`src/rtl/i2r_pkg.sv`:
```
`timescale 1ns / 1ps
`default_nettype none
// ----------------------------------------------------------------------------
// i2r_pkg: shared types and constants for the radix digit converter
// Holds the sequencer state type, digit widths and the digit-to-ASCII map.
// ----------------------------------------------------------------------------
package i2r_pkg;

    // Digit and character widths.
    localparam int DIGIT_W     = 6;
    localparam int CHAR_W      = 7;
    localparam int RADIX_W     = 6;
    localparam int STORE_DEPTH = 32;
    localparam int ADDR_W      = 5;
    localparam int COUNT_W     = 6;
    localparam int FIELD_W     = 32;

    // Legal radix range; inputs outside it saturate.
    localparam logic [RADIX_W-1:0] RADIX_MIN = 6'd2;
    localparam logic [RADIX_W-1:0] RADIX_MAX = 6'd36;

    // Character constants.
    localparam logic [CHAR_W-1:0]  ASCII_ZERO = 7'h30;
    localparam logic [CHAR_W-1:0]  ASCII_A    = 7'h41;
    localparam logic [DIGIT_W-1:0] DEC_DIGITS = 6'd10;

    // Sequencer states, one-hot.
    typedef enum logic [2:0] {
        S_IDLE = 3'b001,
        S_DIV  = 3'b010,
        S_EMIT = 3'b100
    } t_state;

    // Map a digit 0..35 onto '0'..'9', 'A'..'Z'.
    function automatic logic [CHAR_W-1:0] digit_to_ascii(input logic [DIGIT_W-1:0] d);
        logic [CHAR_W-1:0] c;
        if (d < DEC_DIGITS) begin
            c = ASCII_ZERO + CHAR_W'(d);
        end else begin
            c = ASCII_A + CHAR_W'(d - DEC_DIGITS);
        end
        return c;
    endfunction

endpackage
`default_nettype wire

```
`src/rtl/i2r_div.sv`:
```
`timescale 1ns / 1ps
`default_nettype none
// ----------------------------------------------------------------------------
// i2r_div: iterative restoring divider by a small radix
// Divides a W-bit value by a 6-bit divisor, one quotient bit per cycle.
// ----------------------------------------------------------------------------
module i2r_div #(
    parameter int W = 32
) (
    input  wire logic                          i_clk,
    input  wire logic                          i_rst_n,
    input  wire logic                          i_start,
    input  wire logic [W-1:0]                  i_dividend,
    input  wire logic [i2r_pkg::RADIX_W-1:0]   i_divisor,
    output logic                               o_done,
    output logic [W-1:0]                       o_quot,
    output logic [i2r_pkg::DIGIT_W-1:0]        o_rem
);
    import i2r_pkg::*;

    localparam int CW = $clog2(W);

    logic                 r_busy, n_busy;
    logic                 r_done, n_done;
    logic [CW-1:0]        r_cnt, n_cnt;
    logic [W-1:0]         r_quot, n_quot;
    logic [DIGIT_W-1:0]   r_rem, n_rem;
    logic [RADIX_W-1:0]   r_div, n_div;
    logic [DIGIT_W:0]     w_trial;
    logic                 w_fit;

    // One restoring step: bring down the next dividend bit and try a subtract.
    assign w_trial = {r_rem, r_quot[W-1]};
    assign w_fit   = (w_trial >= {1'b0, r_div});

    always_comb begin
        n_busy = r_busy;
        n_done = 1'b0;
        n_cnt  = r_cnt;
        n_quot = r_quot;
        n_rem  = r_rem;
        n_div  = r_div;
        if (r_busy) begin
            n_quot = {r_quot[W-2:0], w_fit};
            n_rem  = w_fit ? DIGIT_W'(w_trial - {1'b0, r_div}) : w_trial[DIGIT_W-1:0];
            n_cnt  = r_cnt - CW'(1);
            if (r_cnt == '0) begin
                n_busy = 1'b0;
                n_done = 1'b1;
            end
        end else if (i_start) begin
            n_busy = 1'b1;
            n_quot = i_dividend;
            n_rem  = '0;
            n_div  = i_divisor;
            n_cnt  = CW'(W - 1);
        end
    end

    // Control state resets; the datapath does not need to.
    always_ff @(posedge i_clk) begin
        if (!i_rst_n) begin
            r_busy <= 1'b0;
            r_done <= 1'b0;
        end else begin
            r_busy <= n_busy;
            r_done <= n_done;
        end
    end

    always_ff @(posedge i_clk) begin
        r_cnt  <= n_cnt;
        r_quot <= n_quot;
        r_rem  <= n_rem;
        r_div  <= n_div;
    end

    assign o_done = r_done;
    assign o_quot = r_quot;
    assign o_rem  = r_rem;

endmodule
`default_nettype wire

```
`src/rtl/i2r_store.sv`:
```
`timescale 1ns / 1ps
`default_nettype none
// ----------------------------------------------------------------------------
// i2r_store: digit store memory
// Single write port and one read port with registered read data.
// ----------------------------------------------------------------------------
module i2r_store (
    input  wire logic                          i_clk,
    input  wire logic                          i_wr_en,
    input  wire logic [i2r_pkg::ADDR_W-1:0]    i_wr_addr,
    input  wire logic [i2r_pkg::DIGIT_W-1:0]   i_wr_data,
    input  wire logic                          i_rd_en,
    input  wire logic [i2r_pkg::ADDR_W-1:0]    i_rd_addr,
    output logic [i2r_pkg::DIGIT_W-1:0]        o_rd_data
);
    import i2r_pkg::*;

    logic [DIGIT_W-1:0] r_mem [STORE_DEPTH];
    logic [DIGIT_W-1:0] r_rd_data;

    // Write port.
    always_ff @(posedge i_clk) begin
        if (i_wr_en) begin
            r_mem[i_wr_addr] <= i_wr_data;
        end
    end

    // Registered read port.
    always_ff @(posedge i_clk) begin
        if (i_rd_en) begin
            r_rd_data <= r_mem[i_rd_addr];
        end
    end

    assign o_rd_data = r_rd_data;

endmodule
`default_nettype wire

```
`src/rtl/integer_to_radix_digits_top.sv`:
```
`timescale 1ns / 1ps
`default_nettype none
// Timing: each digit comes from a bit-serial divider of width W' = min(VALUE_WIDTH, 32); a zero
// value skips the divider and puts its single digit out directly from the store.
// Flow: busy stays high until the last digit is read from the store, and a new transaction
// is accepted only while busy is low, so one conversion is in flight at a time.
// Results cannot be stalled. Synchronous active-low reset returns the sequencer to idle.
// ----------------------------------------------------------------------------
// integer_to_radix_digits_top: unsigned integer to radix ASCII digits
// Repeatedly divides the value by the radix, stores the remainders, then
// emits them most significant first with a flag on the last digit.
// ----------------------------------------------------------------------------
module integer_to_radix_digits_top #(
    parameter int VALUE_WIDTH = 32
) (
    input  wire logic                          i_clk,
    input  wire logic                          i_rst_n,
    input  wire logic                          start,
    output logic                               busy,
    input  wire logic [i2r_pkg::FIELD_W-1:0]   i_value,
    input  wire logic [i2r_pkg::RADIX_W-1:0]   i_radix,
    output logic                               o_valid,
    output logic [i2r_pkg::CHAR_W-1:0]         o_digit_char,
    output logic                               o_last_digit
);
    import i2r_pkg::*;

    localparam int WW = (VALUE_WIDTH < FIELD_W) ? VALUE_WIDTH : FIELD_W;

    t_state               r_state, n_state;
    logic [RADIX_W-1:0]   r_radix, n_radix;
    logic [COUNT_W-1:0]   r_count, n_count;
    logic [ADDR_W-1:0]    r_rd_idx, n_rd_idx;
    logic                 r_valid, n_valid;
    logic                 r_last, n_last;

    logic                 w_accept;
    logic [WW-1:0]        w_value;
    logic [RADIX_W-1:0]   w_radix;
    logic                 w_div_start;
    logic [WW-1:0]        w_div_dividend;
    logic                 w_div_done;
    logic [WW-1:0]        w_div_quot;
    logic [DIGIT_W-1:0]   w_div_rem;
    logic                 w_wr_en;
    logic [ADDR_W-1:0]    w_wr_addr;
    logic [DIGIT_W-1:0]   w_wr_data;
    logic                 w_rd_en;
    logic [DIGIT_W-1:0]   w_rd_data;

    // Input transaction and operand conditioning.
    assign busy     = (r_state != S_IDLE);
    assign w_accept = start && !busy;
    assign w_value  = i_value[WW-1:0];
    assign w_radix  = (i_radix < RADIX_MIN) ? RADIX_MIN :
                      (i_radix > RADIX_MAX) ? RADIX_MAX : i_radix;

    // Sequencer.
    always_comb begin
        n_state        = r_state;
        n_radix        = r_radix;
        n_count        = r_count;
        n_rd_idx       = r_rd_idx;
        n_valid        = 1'b0;
        n_last         = 1'b0;
        w_div_start    = 1'b0;
        w_div_dividend = w_value;
        w_wr_en        = 1'b0;
        w_wr_addr      = r_count[ADDR_W-1:0];
        w_wr_data      = w_div_rem;
        w_rd_en        = 1'b0;
        unique case (r_state)
            S_IDLE: begin
                if (w_accept) begin
                    n_radix = w_radix;
                    if (w_value == '0) begin
                        // A zero value is the single digit zero.
                        w_wr_en   = 1'b1;
                        w_wr_addr = '0;
                        w_wr_data = '0;
                        n_count   = COUNT_W'(1);
                        n_rd_idx  = '0;
                        n_state   = S_EMIT;
                    end else begin
                        w_div_start = 1'b1;
                        n_count     = '0;
                        n_state     = S_DIV;
                    end
                end
            end
            S_DIV: begin
                if (w_div_done) begin
                    // Store the remainder; continue on the quotient until it is zero.
                    w_wr_en = 1'b1;
                    n_count = r_count + COUNT_W'(1);
                    if (w_div_quot == '0) begin
                        n_rd_idx = r_count[ADDR_W-1:0];
                        n_state  = S_EMIT;
                    end else begin
                        w_div_start    = 1'b1;
                        w_div_dividend = w_div_quot;
                    end
                end
            end
            S_EMIT: begin
                // Read digits from the top of the store down to entry zero.
                w_rd_en  = 1'b1;
                n_valid  = 1'b1;
                n_last   = (r_rd_idx == '0);
                n_rd_idx = r_rd_idx - ADDR_W'(1);
                if (r_rd_idx == '0) begin
                    n_state = S_IDLE;
                end
            end
            default: begin
                n_state = S_IDLE;
            end
        endcase
    end

    always_ff @(posedge i_clk) begin
        if (!i_rst_n) begin
            r_state <= S_IDLE;
            r_count <= '0;
            r_valid <= 1'b0;
            r_last  <= 1'b0;
        end else begin
            r_state <= n_state;
            r_count <= n_count;
            r_valid <= n_valid;
            r_last  <= n_last;
        end
    end

    always_ff @(posedge i_clk) begin
        r_radix  <= n_radix;
        r_rd_idx <= n_rd_idx;
    end

    // Shared divider.
    i2r_div #(
        .W (WW)
    ) u_div (
        .i_clk      (i_clk),
        .i_rst_n    (i_rst_n),
        .i_start    (w_div_start),
        .i_dividend (w_div_dividend),
        .i_divisor  ((r_state == S_IDLE) ? w_radix : r_radix),
        .o_done     (w_div_done),
        .o_quot     (w_div_quot),
        .o_rem      (w_div_rem)
    );

    // Digit store.
    i2r_store u_store (
        .i_clk     (i_clk),
        .i_wr_en   (w_wr_en),
        .i_wr_addr (w_wr_addr),
        .i_wr_data (w_wr_data),
        .i_rd_en   (w_rd_en),
        .i_rd_addr (r_rd_idx),
        .o_rd_data (w_rd_data)
    );

    // Result transaction.
    assign o_valid      = r_valid;
    assign o_digit_char = digit_to_ascii(w_rd_data);
    assign o_last_digit = r_last;

endmodule
`default_nettype wire

```
`config.mk`:
```
export PLATFORM = sky130hd
export DESIGN_NAME = integer_to_radix_digits_top
export DESIGN_NICKNAME = d
export VERILOG_FILES = /design/src/rtl/i2r_pkg.sv /design/src/rtl/i2r_div.sv /design/src/rtl/i2r_store.sv /design/src/rtl/integer_to_radix_digits_top.sv
export SDC_FILE = /design/constraint.sdc
export NUM_CORES = 1
export LEC_CHECK = 0
export BUFFER_PORTS_ARGS = -buffer_cell sky130_fd_sc_hd__clkbuf_2
export CAP_MARGIN = 0
export CORE_MARGIN = 1.5
export CORE_UTILIZATION = 50
export DETAILED_ROUTE_END_ITERATION = 7
export GPL_TIMING_DRIVEN = 1
export PLACE_DENSITY = 0.78
export SYNTH_ARGS = -nofsm -noshare
export SYNTH_HDL_FRONTEND = slang
export SYNTH_SLANG_ARGS = --single-unit
```
`constraint.sdc`:
```
create_clock -name i_clk -period 3.1 [get_ports i_clk]
set_input_delay 0.465 -clock i_clk [delete_from_list [all_inputs] [get_ports i_clk]]
set_output_delay 0.465 -clock i_clk [all_outputs]
set_load 0.02 [all_outputs]
```
Word-level counts from Yosys, hierarchy flattened
Memory sizes are Yosys's and may differ from the RTL's. A register that Yosys moved wholly into a read port is not among the register bits.
Index checks and enable logic that the tools add are counted.
Word-level totals
  logic and storage cells: 103
  bits in writable memories: 192
  input port bits: 41
  output and inout bits: 10
  register bits after elaboration: 73
  memories kept: 1
Operators by class
  $add $sub $neg: 7
  order comparisons: 4
  multiplexer cells: 51
  reductions and logical operators: 17
  bitwise operators: 1
  equal/unequal tests: 10
Memory list
  u_store.r_mem: words 32, width 6, rd ports 1, clocked after memory_dff 1, write ports 1, RTL line i2r_store.sv:18  | logic [DIGIT_W-1:0] r_mem [STORE_DEPTH];
Operator list (number)
  2-to-1 mux 32 bit: 5
  2-to-1 mux 6 bit: 11
  zero test 32 bit: 2
  2-to-1 mux 5 bit: 9
  2-to-1 mux 1 bit: 15
  2-to-1 mux 3 bit: 5
  one-hot mux 5 bit (3 select lines): 1
  one-hot mux 6 bit (2 select lines): 1
  zero test 5 bit: 2
  AND reduction 2 bit: 5
  subtractor 5 x 1 -> 5 bit (second input constant): 2
  one-hot mux 3 bit (3 select lines): 1
  inequality test 2 bit (second input constant): 4
  adder 6 x 6 -> 7 bit (first input constant): 1
  adder 7 bit (first input constant): 1
  greater-or-equal comparator 7 x 6 -> 1 bit: 1
  2-to-1 mux 7 bit: 1
  subtractor 6 x 4 -> 7 bit (second input constant): 1
  adder 6 x 1 -> 6 bit (second input constant): 1
  greater-than comparator 6 bit (second input constant): 1
  less-than comparator 6 x 2 -> 1 bit (second input constant): 1
  less-than comparator 6 x 4 -> 1 bit (second input constant): 1
  subtractor 6 bit: 1
  AND reduction 5 bit: 1
  14 further kinds: 16

Logic depth before layout (Yosys ltp)
Gate-level depths: netlist of the first run.
  word-level depth: 7
  mapped depth: 9
  mapped depth without buffers: 8

Cells and area by module
Synthesis of the first run repeated with hierarchy kept, for this count alone.
Second synthesis, totals
  cell total of the unflattened synthesis: 688
  area total of the unflattened synthesis: 11926.4 um2
Modules (own cells, without submodules)
  i2r_store: times used 1, area an instance 7649.8 um2, sequential area each 5945.7 um2, cells an instance 323
  i2r_div: times used 1, area an instance 2407.3 um2, sequential area each 1511.4 um2, cells an instance 159
  integer_to_radix_digits_top: times used 1, area an instance 1869.3 um2, sequential area each 530.5 um2, cells an instance 206

Worst setup path before layout of the first run
No wires, ideal clock.
  path type: register to register
  from: reg r_state[0]
  to: reg u_div.r_quot[0] (netlist: u_div.o_quot[0]) (enable)
  data required time: 2711 ps
  arrival time: 1852 ps
  setup slack: 859 ps
  cell stages (with the launch flop): 5
  period minus slack after synthesis: 2241 ps
  library setup time: 389 ps
  buffers on the path: 1
  cells stage by stage: dfxtp_1 -> or3b_1 -> buf_4 -> a211o_1 -> nand2_1
On the way
  word-level cells in the longest chain between the ends: 7
  elaborated cells between the ends (all ways): 10
  classes of those cells: eq/ne (4); mux (2); reduce/logical (4)
RTL lines
  start: declaration: RTL line integer_to_radix_digits_top.sv:30  | t_state r_state, n_state;
  start signal: assignment: RTL line integer_to_radix_digits_top.sv:128  | r_state <= n_state;
  inequality test 3 x 1 -> 1 bit: RTL line integer_to_radix_digits_top.sv:52  | assign busy = (r_state != S_IDLE);
  via busy: RTL line integer_to_radix_digits_top.sv:19  | output logic busy,
  zero test 1 bit: RTL line integer_to_radix_digits_top.sv:53  | assign w_accept = start && !busy;
  logical AND 1 bit: RTL line integer_to_radix_digits_top.sv:53
  2-to-1 mux 1 bit: RTL line integer_to_radix_digits_top.sv:74  | if (w_accept) begin
  one-hot mux 1 bit (2 select lines): RTL line integer_to_radix_digits_top.sv:72  | unique case (r_state)
  nonzero test 2 bit (no source line)
  AND reduction 2 bit (no source line)
  end signal: assignment: RTL line i2r_div.sv:73  | r_quot <= n_quot;
  end: declaration: RTL line i2r_div.sv:26  | logic [W-1:0] r_quot, n_quot;
The timed path passes the listed nets, and every way through them passes these cells.
A chain may end at the register's enable or synchronous reset.

Worst setup path in the final report of the first run
  from: reg u_store.r_rd_data[4] (netlist: u_store.o_rd_data[4]), read port of u_store.r_mem
  to: out o_digit_char[4] in the netlist's numbering
On the way
  word-level cells in the longest chain between the ends: 3
  elaborated cells between the ends (all ways): 5
  classes of those cells: add/sub (3); order compare (1); mux (1)
RTL lines
  start: declaration: RTL line i2r_store.sv:19  | logic [DIGIT_W-1:0] r_rd_data;
  subtractor 6 x 4 -> 7 bit: RTL line i2r_pkg.sv:40  | c = ASCII_A + CHAR_W'(d - DEC_DIGITS);
  adder 7 bit: RTL line i2r_pkg.sv:40
  2-to-1 mux 7 bit *: RTL line i2r_pkg.sv:37  | if (d < DEC_DIGITS) begin
  end: declaration: RTL line integer_to_radix_digits_top.sv:23  | output logic [i2r_pkg::CHAR_W-1:0] o_digit_char,
Every way passes the cells marked *; elsewhere a longest branch is shown, timed or not.

==> results.sh, run 1 <==
export IMPL_synth_ff_type="edfxtp_1"
export IMPL_synth_top_area_frac=0.671
export IMPL_clock_fmax_ghz=0.353
export IMPL_crit_path_max_fanout=4
export IMPL_syn2layout_area_growth_pct=12.4
export IMPL_post_place_cells=1010
export IMPL_synth_nets=746
export IMPL_ys_seq_elements=270
export IMPL_dieArea_mm2=0.0240
export IMPL_peakVddDrop_mv=0.465
export IMPL_synth_seq_area_share=0.692
export IMPL_htreeDepth=1
export IMPL_cts_tree="done"
export IMPL_crit_arrival_ps=2370
export IMPL_setup_violations=0
export IMPL_cts_resized=0
export IMPL_dp_hpwl_mm=14.6
export IMPL_final_cells=1057
export IMPL_ys_warn_count=0
export IMPL_async_flop_share=0
export IMPL_worstSkewPairLatency_ps=520
export IMPL_ant_nets=0
export IMPL_netlist_instances=690
export IMPL_vias=6228
export IMPL_track_usage=0.192
export IMPL_cts_setup_buffers=0
export IMPL_required_ps=2630
export IMPL_start_kind="register"
export IMPL_critPathKind="register to output port"
export IMPL_die_height_um=155
export IMPL_firstDrtPassIters=6
export IMPL_p_leak_uw=0.00455
export IMPL_rows=55
export IMPL_die_width_um=155
export IMPL_drt_iter0_drc=501
export IMPL_slew_headroom=0.208
export IMPL_synth_area_top_cells="edfxtp_1 67%, mux4_1 5.5%, mux4_2 3.7%, mux2_2 3.6%, dfxtp_1 2.1%"
export IMPL_wirelength_mm=22.2
export IMPL_synth_area_per_cell_um2=16.7
export IMPL_grt_pass1_wl_mm=35.1
export IMPL_worst_pin_slew_ps=1190
export IMPL_fin_crit_ps=2830
export IMPL_rsz0062_at_grt="false"
export IMPL_gr_total_overflow=0
export IMPL_start_util=0.510
export IMPL_antennaDiodeCount=0
export IMPL_clk_pin_slew_ps=60
export IMPL_pwr_density_cell_mw_per_mm2=620
export IMPL_fin_crit_sh=0.913
export IMPL_synth_edf_count=258
export IMPL_drv_slew=0
export IMPL_maxCapViolations=0
export IMPL_hold_class="input port to register"
export IMPL_endpoint_kind="output port"
export IMPL_hold_violations=0
export IMPL_coreArea_mm2=0.0226
export IMPL_final_nets=810
export IMPL_yosysTopAreaCell="edfxtp_1"
export IMPL_clk_path_buf_depth=3
export IMPL_numClockSinks=270
export IMPL_n_fill_cell=1672
export IMPL_grt_pass1_vias=6266
export IMPL_cts_hold_buf=0
export IMPL_numCtsBuffers=27
export IMPL_drc=0
export IMPL_fin_skew_ps=11.8
export IMPL_antenna_found_initial=0
export IMPL_pin_count=51
export IMPL_drive_above_1_share=0.212
export IMPL_via_per_inst=5.89
export IMPL_routabilityCongestion=0.778
export IMPL_fin_tns_setup_ps=0
export IMPL_grt_max_degree=44
export IMPL_synth_area_mm2=0.0116
export IMPL_status="finished, final reports clean"
export IMPL_portBuffers=50
export IMPL_cts_root_buf="clkbuf_16"
export IMPL_avgRoutedWirePerCell_um=21.0
export IMPL_synth_distinct_cells=59
## final timing paths
kind | startpoint | endpoint | slack, ps | cells past startpoint
max | u_store.o_rd_data[4]$_DFFE_PP_ | o_digit_char[4] | 270 | 7
min | i_rst_n | r_state[0]$_SDFFE_PN1P_ | 240 | 2
max reg2reg | r_state[0]$_SDFFE_PN1P_ | u_store.r_mem[13][5]$_DFFE_PP_ | 460 | 4
min reg2reg | r_radix[5]$_DFFE_PP_ | u_div.r_div[5]$_DFFE_PP_ | 560 | 1
## placed cells by master (no fill, tap or decap), drive strengths merged, types with 8 or more instances in the layout
cell,synthesis,final
and2,8,8
ha,14,14
xnor2,8,8
mux2,37,37
mux4,43,43
a22oi,17,17
o21ai,22,22
clkbuf,10,81
a21oi,15,15
nor4,16,16
mux2i,16,16
nand3,9,9
nor2,61,61
nand2,35,35
nand4,9,9
inv,20,20
edfxtp,258,258
buf,17,12
clkinv,0,10
dfxtp,12,12
## cell type report
cell class / count / area (um2) / area share
clock inverter: 16 / 201 / 0.0155
clock buffer: 31 / 691 / 0.0532
multi-input combinational: 373 / 3320 / 0.256
sequential: 270 / 7990 / 0.615
inverter: 20 / 75.1 / 0.00578
timing repair buffer: 62 / 353 / 0.0272
tap: 285 / 357 / 0.0275
## synthesized netlist by cell type (3+ instances only)
cell type and instances:
buf_1 4, nand3_1 7, nor4_1 16, nand2b_1 5, nand4_1 9, xnor2_1 8, nor2_1 60, mux2i_1 16
mux2_2 37, mux4_2 19, edfxtp_1 258, xor2_1 6, a21oi_1 14, and2_1 7, buf_6 3, clkbuf_1 10
dfxtp_1 12, a221oi_1 6, nor3_1 4, nand2_1 34, a21o_1 3, inv_1 20, ha_1 14, nor2b_1 4
nor3b_1 3, and3_1 4, buf_2 5, nand3b_1 3, mux4_1 24, o21ai_0 21, a22oi_1 17
## worst max-delay path: stages (launching register included)
cell,delay (ps)
edfxtp_1,380
inv_1,130
ha_1,210
nand2_1,100
o21ai_0,480
o211ai_1,200
xnor2_1,160
clkbuf_2,180
## registers in the layout, indices dropped and copies added, names as in the netlist, 5 cells and up
register / flops
u_store.r_mem: 192
u_div.o_quot: 32
r_radix: 6
u_div.o_rem: 6
u_div.r_div: 6
u_store.o_rd_data: 6
r_count: 5
r_rd_idx: 5
u_div.r_cnt: 5
## power breakdown
part | leakage, uW | switching, uW | internal (uW)
clock network | 0.000429 | 1270 | 2000
registers | 0.00245 | 63.3 | 4230
logic | 0.00167 | 316 | 169
total | 0.00455 | 1650 | 6390
## routing by layer
metal	up-vias	global-route usage	part of all wire
li1	2879	-	-
met1	3081	0.261	0.41
met2	229	0.326	0.50
met3	39	0.0251	0.069
met4	0	0.0559	0.021
met5	-	0	0
## metrics by stage
stage               area [um2]  hold slack, ps  setup slack, ps  utilization  total power [uW]
floorplan                11600             506              859            -              4670
global placement         12100             545              577        0.534              4840
detailed placement       12100             552              441        0.534              4860
CTS                      13000             210              213        0.573              8100
global route             13000             248             65.2        0.573              8310
finish                   13000             235              270        0.573              8040
## cell families (layout without fill, tap and decap cells)
logic type	Yosys count	count (layout)	synth area share
adder cells (fa/ha/maj)	15	15	0.0169
buffers and inverters	47	129	0.0218
multiplexers	96	96	0.142
AND/OR/NAND/NOR	172	172	0.0751
AO/OA/AOI/OAI	76	76	0.0426
XOR/XNOR	14	14	0.0106
flip-flops	270	270	0.692
Note: power is estimated with default switching activity, not from simulation.
==> run 2: changes to the inputs <==
--- a/config.mk
+++ b/config.mk
@@ -7,11 +7,11 @@
 export LEC_CHECK = 0
 export BUFFER_PORTS_ARGS = -buffer_cell sky130_fd_sc_hd__clkbuf_2
 export CAP_MARGIN = 0
-export CORE_MARGIN = 1.5
+export CORE_MARGIN = 2
 export CORE_UTILIZATION = 50
 export DETAILED_ROUTE_END_ITERATION = 7
-export GPL_TIMING_DRIVEN = 1
-export PLACE_DENSITY = 0.78
+export GPL_TIMING_DRIVEN = 0
+export PLACE_DENSITY = 0.73
 export SYNTH_ARGS = -nofsm -noshare
 export SYNTH_HDL_FRONTEND = slang
 export SYNTH_SLANG_ARGS = --single-unit
==> results.sh, run 2 (synthesis gave the netlist of run 1 again) <==
export IMPL_required_ps=2630
export IMPL_start_util=0.510
export IMPL_drt_iter0_drc=481
export IMPL_dieArea_mm2=0.0243
export IMPL_fin_tns_setup_ps=0
export IMPL_syn2layout_area_growth_pct=13.9
export IMPL_vias=6442
export IMPL_fin_area_mm2=0.0132
export IMPL_largest_reg_flops=192
export IMPL_total_power_uw=8370
export IMPL_crit_family="compound AO/OA/AOI/OAI gates"
export IMPL_peakVddDrop_mv=0.524
export IMPL_cts_resized=0
export IMPL_drive_above_1_share=0.215
export IMPL_path_buf_inv=2
export IMPL_worst_path_largest_cell_delay_ps=490
export IMPL_hold_violations=0
export IMPL_firstDrtPassIters=5
export IMPL_cp_slowest_cell="o21ai_0"
export IMPL_via_per_inst=6.00
export IMPL_hold_path_depth=2
export IMPL_cts_root_buf="clkbuf_16"
export IMPL_cts_hold_buf=0
export IMPL_final_nets=825
export IMPL_antennaDiodeCount=0
export IMPL_n_fill_cell=1655
export IMPL_antenna_found_initial=0
export IMPL_cts_setup_buffers=0
export IMPL_p_leak_uw=0.00462
export IMPL_htreeDepth=1
export IMPL_critPathKind="register to output port"
export IMPL_grt_max_degree=33
export IMPL_crit_arrival_ps=2410
export IMPL_fin_crit_ps=2880
export IMPL_largest_register="u_store.r_mem"
export IMPL_routabilityCongestion=0.911
export IMPL_crit_cells=7
export IMPL_final_cell_mix="258 x edfxtp_1, 60 x nor2_1, 50 x clkbuf_2, 37 x mux2_2, 34 x nand2_1"
export IMPL_numClockSinks=270
export IMPL_track_usage=0.198
export IMPL_hold_class="input port to register"
export IMPL_endpoint_kind="output port"
export IMPL_grt_pass1_wl_mm=36.8
export IMPL_dpl_instance_area_mm2=0.0122
export IMPL_clock_fmax_ghz=0.348
export IMPL_pwr_density_cell_mw_per_mm2=636
export IMPL_ant_nets=0
export IMPL_clk_path_buf_depth=3
export IMPL_setup_violations=0
export IMPL_rows=55
export IMPL_portBuffers=50
export IMPL_start_kind="register"
export IMPL_fin_crit_sh=0.928
export IMPL_wirelength_mm=23.8
export IMPL_die_width_um=156
export IMPL_grt_pass1_vias=6679
export IMPL_gr_total_overflow=0
export IMPL_layout_commonest_cell="edfxtp_1"
export IMPL_crit_chain="inv_1 > ha_1 > nand2_1 > o21ai_0 > o211ai_1 > xnor2_1 > clkbuf_2"
export IMPL_fin_skew_ps=6.88
export IMPL_drc=0
export IMPL_slew_headroom=0.108
export IMPL_coreArea_mm2=0.0226
export IMPL_cts_tree="done"
export IMPL_dp_hpwl_mm=16.1
export IMPL_drv_slew=0
export IMPL_maxCapViolations=0
export IMPL_status="finished, final reports clean"
export IMPL_final_core_util=0.581
export IMPL_whs_ps=227
export IMPL_die_height_um=156
export IMPL_rsz0062_at_grt="false"
export IMPL_crit_path_max_fanout=4
export IMPL_reg2regPathDepth=6
export IMPL_worstSkewPairLatency_ps=520
export IMPL_numCtsBuffers=27
export IMPL_pin_count=51
export IMPL_worst_pin_slew_ps=1340
export IMPL_avgRoutedWirePerCell_um=22.1
export IMPL_clk_pin_slew_ps=60
[run 2: path summary, 6_finish.rpt]
| check | from | end | slack [ps] |
|---|---|---|---|
| worst min register to register | r_radix[2]$_DFFE_PP_ | u_div.r_div[2]$_DFFE_PP_ | 560 |
| worst min-delay path | i_rst_n | r_state[0]$_SDFFE_PN1P_ | 230 |
| worst max-delay path | u_store.o_rd_data[4]$_DFFE_PP_ | o_digit_char[4] | 220 |
| worst max register to register | r_state[0]$_SDFFE_PN1P_ | u_store.r_mem[26][3]$_DFFE_PP_ | 490 |
[run 2: worst register-to-register path: stages, from the launching register on]
cell and delay (ps):
dfxtp_1 390, or3b_1 370, buf_4 200, nor2_4 300
nand3_2 160, buf_6 180, and2_1 550
[run 2: cell type report]
cell class / count / area, um2 / area share
flip-flops and latches: 270 / 7990 / 0.607
multi-input cells: 373 / 3330 / 0.253
clock buffers: 30 / 687 / 0.0522
well taps: 285 / 357 / 0.0271
clock inverters: 19 / 293 / 0.0223
repair buffers: 50 / 250 / 0.0190
plain buffers: 27 / 176 / 0.0134
inverters: 20 / 75.1 / 0.00571
[run 2: stage by stage]
step / std cells / setup WS, ps
3_3_place_gp: 1025 / -371
5_1_grt: 1074 / 31.7
3_5_place_dp: 1025 / 201
4_1_cts: 1074 / 206
6_report: 1074 / 223
2_1_floorplan: 690 / 859
[run 2: report_power, final]
| group | switching, uW | internal [uW] | total (uW) | leakage (uW) |
|---|---|---|---|---|
| registers | 55.0 | 4230 | 4290 | 0.00245 |
| clock network | 1320 | 2250 | 3570 | 0.000481 |
| logic | 347 | 169 | 516 | 0.00169 |
[run 2: layer usage]
| layer | global-route usage | vias to the layer above | wire, um |
|---|---|---|---|
| met4 | 0.0489 | 0 | 437 |
| met3 | 0.0322 | 39 | 1570 |
| met5 | 0 | - | 0 |
| met2 | 0.355 | 260 | 12300 |
| li1 | - | 2897 | - |
| met1 | 0.255 | 3246 | 9410 |
==> run 3: changes to the inputs <==
--- a/config.mk
+++ b/config.mk
@@ -7,6 +7,7 @@
 export LEC_CHECK = 0
 export BUFFER_PORTS_ARGS = -buffer_cell sky130_fd_sc_hd__clkbuf_2
 export CAP_MARGIN = 0
+export CORE_ASPECT_RATIO = 1.25
 export CORE_MARGIN = 2
 export CORE_UTILIZATION = 50
 export DETAILED_ROUTE_END_ITERATION = 7
==> results.sh, run 3 (synthesis gave the netlist of run 1 again) <==
export IMPL_status="finished, final reports clean"
export IMPL_switchingPower_uw=1700
export IMPL_crit_path_max_fanout=4
export IMPL_drv_slew=0
export IMPL_netSwitchingFraction=0.214
export IMPL_die_height_um=174
export IMPL_maxCapViolations=0
export IMPL_drt_iter0_drc=452
export IMPL_start_util=0.506
export IMPL_track_usage=0.193
export IMPL_reg2regPathDepth=6
export IMPL_fin_crit_sh=0.894
export IMPL_internal_power_uw=6240
export IMPL_hold_path_depth=2
export IMPL_vias=6364
export IMPL_clk_path_buf_depth=3
export IMPL_start_kind="register"
export IMPL_endpoint_kind="output port"
export IMPL_worst_pin_slew_ps=1270
export IMPL_rows=62
export IMPL_htreeDepth=1
export IMPL_grt_max_degree=33
export IMPL_numCtsBuffers=26
export IMPL_required_ps=2630
export IMPL_hold_violations=0
export IMPL_worstSkewPairLatency_ps=530
export IMPL_avgRoutedWirePerCell_um=21.8
export IMPL_pin_count=51
export IMPL_layout_commonest_cell="edfxtp_1"
export IMPL_critPathKind="register to output port"
export IMPL_final_cell_mix="258 x edfxtp_1, 60 x nor2_1, 50 x clkbuf_2, 37 x mux2_2, 34 x nand2_1"
export IMPL_cts_root_buf="clkbuf_16"
export IMPL_grt_pass1_wl_mm=36.4
export IMPL_gr_total_overflow=0
export IMPL_pwr_density_cell_mw_per_mm2=608
export IMPL_dp_hpwl_mm=16.3
export IMPL_clock_fmax_ghz=0.361
export IMPL_dpl_instance_area_mm2=0.0122
export IMPL_hold_class="input port to register"
export IMPL_cts_tree="done"
export IMPL_wirelength_mm=23.5
export IMPL_fin_tns_setup_ps=0
export IMPL_syn2layout_area_growth_pct=13.1
export IMPL_cts_setup_buffers=0
export IMPL_largest_reg_flops=192
export IMPL_via_per_inst=5.90
export IMPL_fin_crit_ps=2770
export IMPL_antennaDiodeCount=0
export IMPL_drc=0
export IMPL_final_nets=826
export IMPL_coreArea_mm2=0.0228
export IMPL_fin_area_mm2=0.0131
export IMPL_p_leak_uw=0.00459
export IMPL_routabilityCongestion=0.932
export IMPL_rsz0062_at_grt="false"
export IMPL_fin_skew_ps=19.0
export IMPL_drive_above_1_share=0.216
export IMPL_slew_headroom=0.155
export IMPL_pwr_share_seq=0.539
export IMPL_firstDrtPassIters=5
export IMPL_peakVddDrop_mv=0.395
export IMPL_power_share_clock=0.394
export IMPL_clk_pin_slew_ps=60
export IMPL_crit_arrival_ps=2300
export IMPL_combPwrFrac=0.067
export IMPL_grt_pass1_vias=6456
export IMPL_setup_violations=0
export IMPL_antenna_found_initial=0
export IMPL_largest_register="u_store.r_mem"
export IMPL_portBuffers=50
export IMPL_numClockSinks=270
export IMPL_dieArea_mm2=0.0243
export IMPL_die_width_um=140
export IMPL_ant_nets=0
==> run 3: cell types whose count changed in the layout (fill, tap and decap cells not counted), moves of 2 or more <==
| cell | before | now |
|---|---|---|
| clkbuf_8 | 0 | 2 |
| clkinv_1 | 5 | 2 |
| clkbuf_1 | 13 | 16 |
| clkinv_2 | 5 | 7 |
| bufinv_16 | 8 | 1 |
| clkbuf_16 | 27 | 29 |
==> run 3: power groups by stage <==
stage | registers (uW) | clock network [uW] | logic [uW]
floorplan | 4330 | 0 | 337
global placement | 4350 | 0 | 474
detailed placement | 4360 | 0 | 520
CTS | 4280 | 3180 | 521
global route | 4290 | 3300 | 591
finish | 4280 | 3130 | 531
==> run 3: area by class of cell <==
cell class	instances	area, um2
well taps	288	360
flip-flops and latches	270	7990
clock buffers	37	776
repair buffers	52	293
multi-input cells	373	3320
clock inverters	11	81.3
inverters	20	75.1
fillers	1717	9740
plain buffers	27	176
==> run 3: metrics by stage <==
step                      setup WS, ps  hold WS [ps]  total power, uW  cells   util
after floorplan                    859           506             4670    690      -
after global placement            -329           528             4820   1028  0.533
after global routing               172           253             8180   1078  0.573
final                              330           242             7940   1078  0.573
after detailed placement           283           538             4880   1029  0.534
after CTS                          154           219             7980   1077  0.572
==> run 3: worst paths after layout <==
| check | start | end | slack, ps |
|---|---|---|---|
| hold reg to reg | r_state[2]$_SDFFE_PN0P_ | o_valid$_SDFF_PN0_ | 540 |
| hold / removal | i_rst_n | r_state[0]$_SDFFE_PN1P_ | 240 |
| setup reg to reg | r_state[0]$_SDFFE_PN1P_ | u_store.r_mem[28][2]$_DFFE_PP_ | 520 |
| setup / recovery | u_store.o_rd_data[4]$_DFFE_PP_ | o_digit_char[4] | 330 |
==> run 3: repair_timing <==
action / 4_1_cts / 5_1_grt
hold buffers: 0 / 0
setup endpoints to repair: 0 / 1
resized for setup: 0 / 1
==> run 3: critical path: stages (launching register included) <==
cell and delay (ps):
edfxtp_1 410, inv_1 140, ha_1 230, nand2_1 110
o21ai_1 330, o211ai_1 180, xnor2_1 190, clkbuf_2 200
==> run 3: metal layers <==
metal | share of wire | global-route usage | vias up
li1 | - | - | 2910
met1 | 0.39 | 0.245 | 3209
met2 | 0.54 | 0.354 | 216
met3 | 0.051 | 0.0270 | 29
met4 | 0.013 | 0.0392 | 0
met5 | 0 | 0 | -
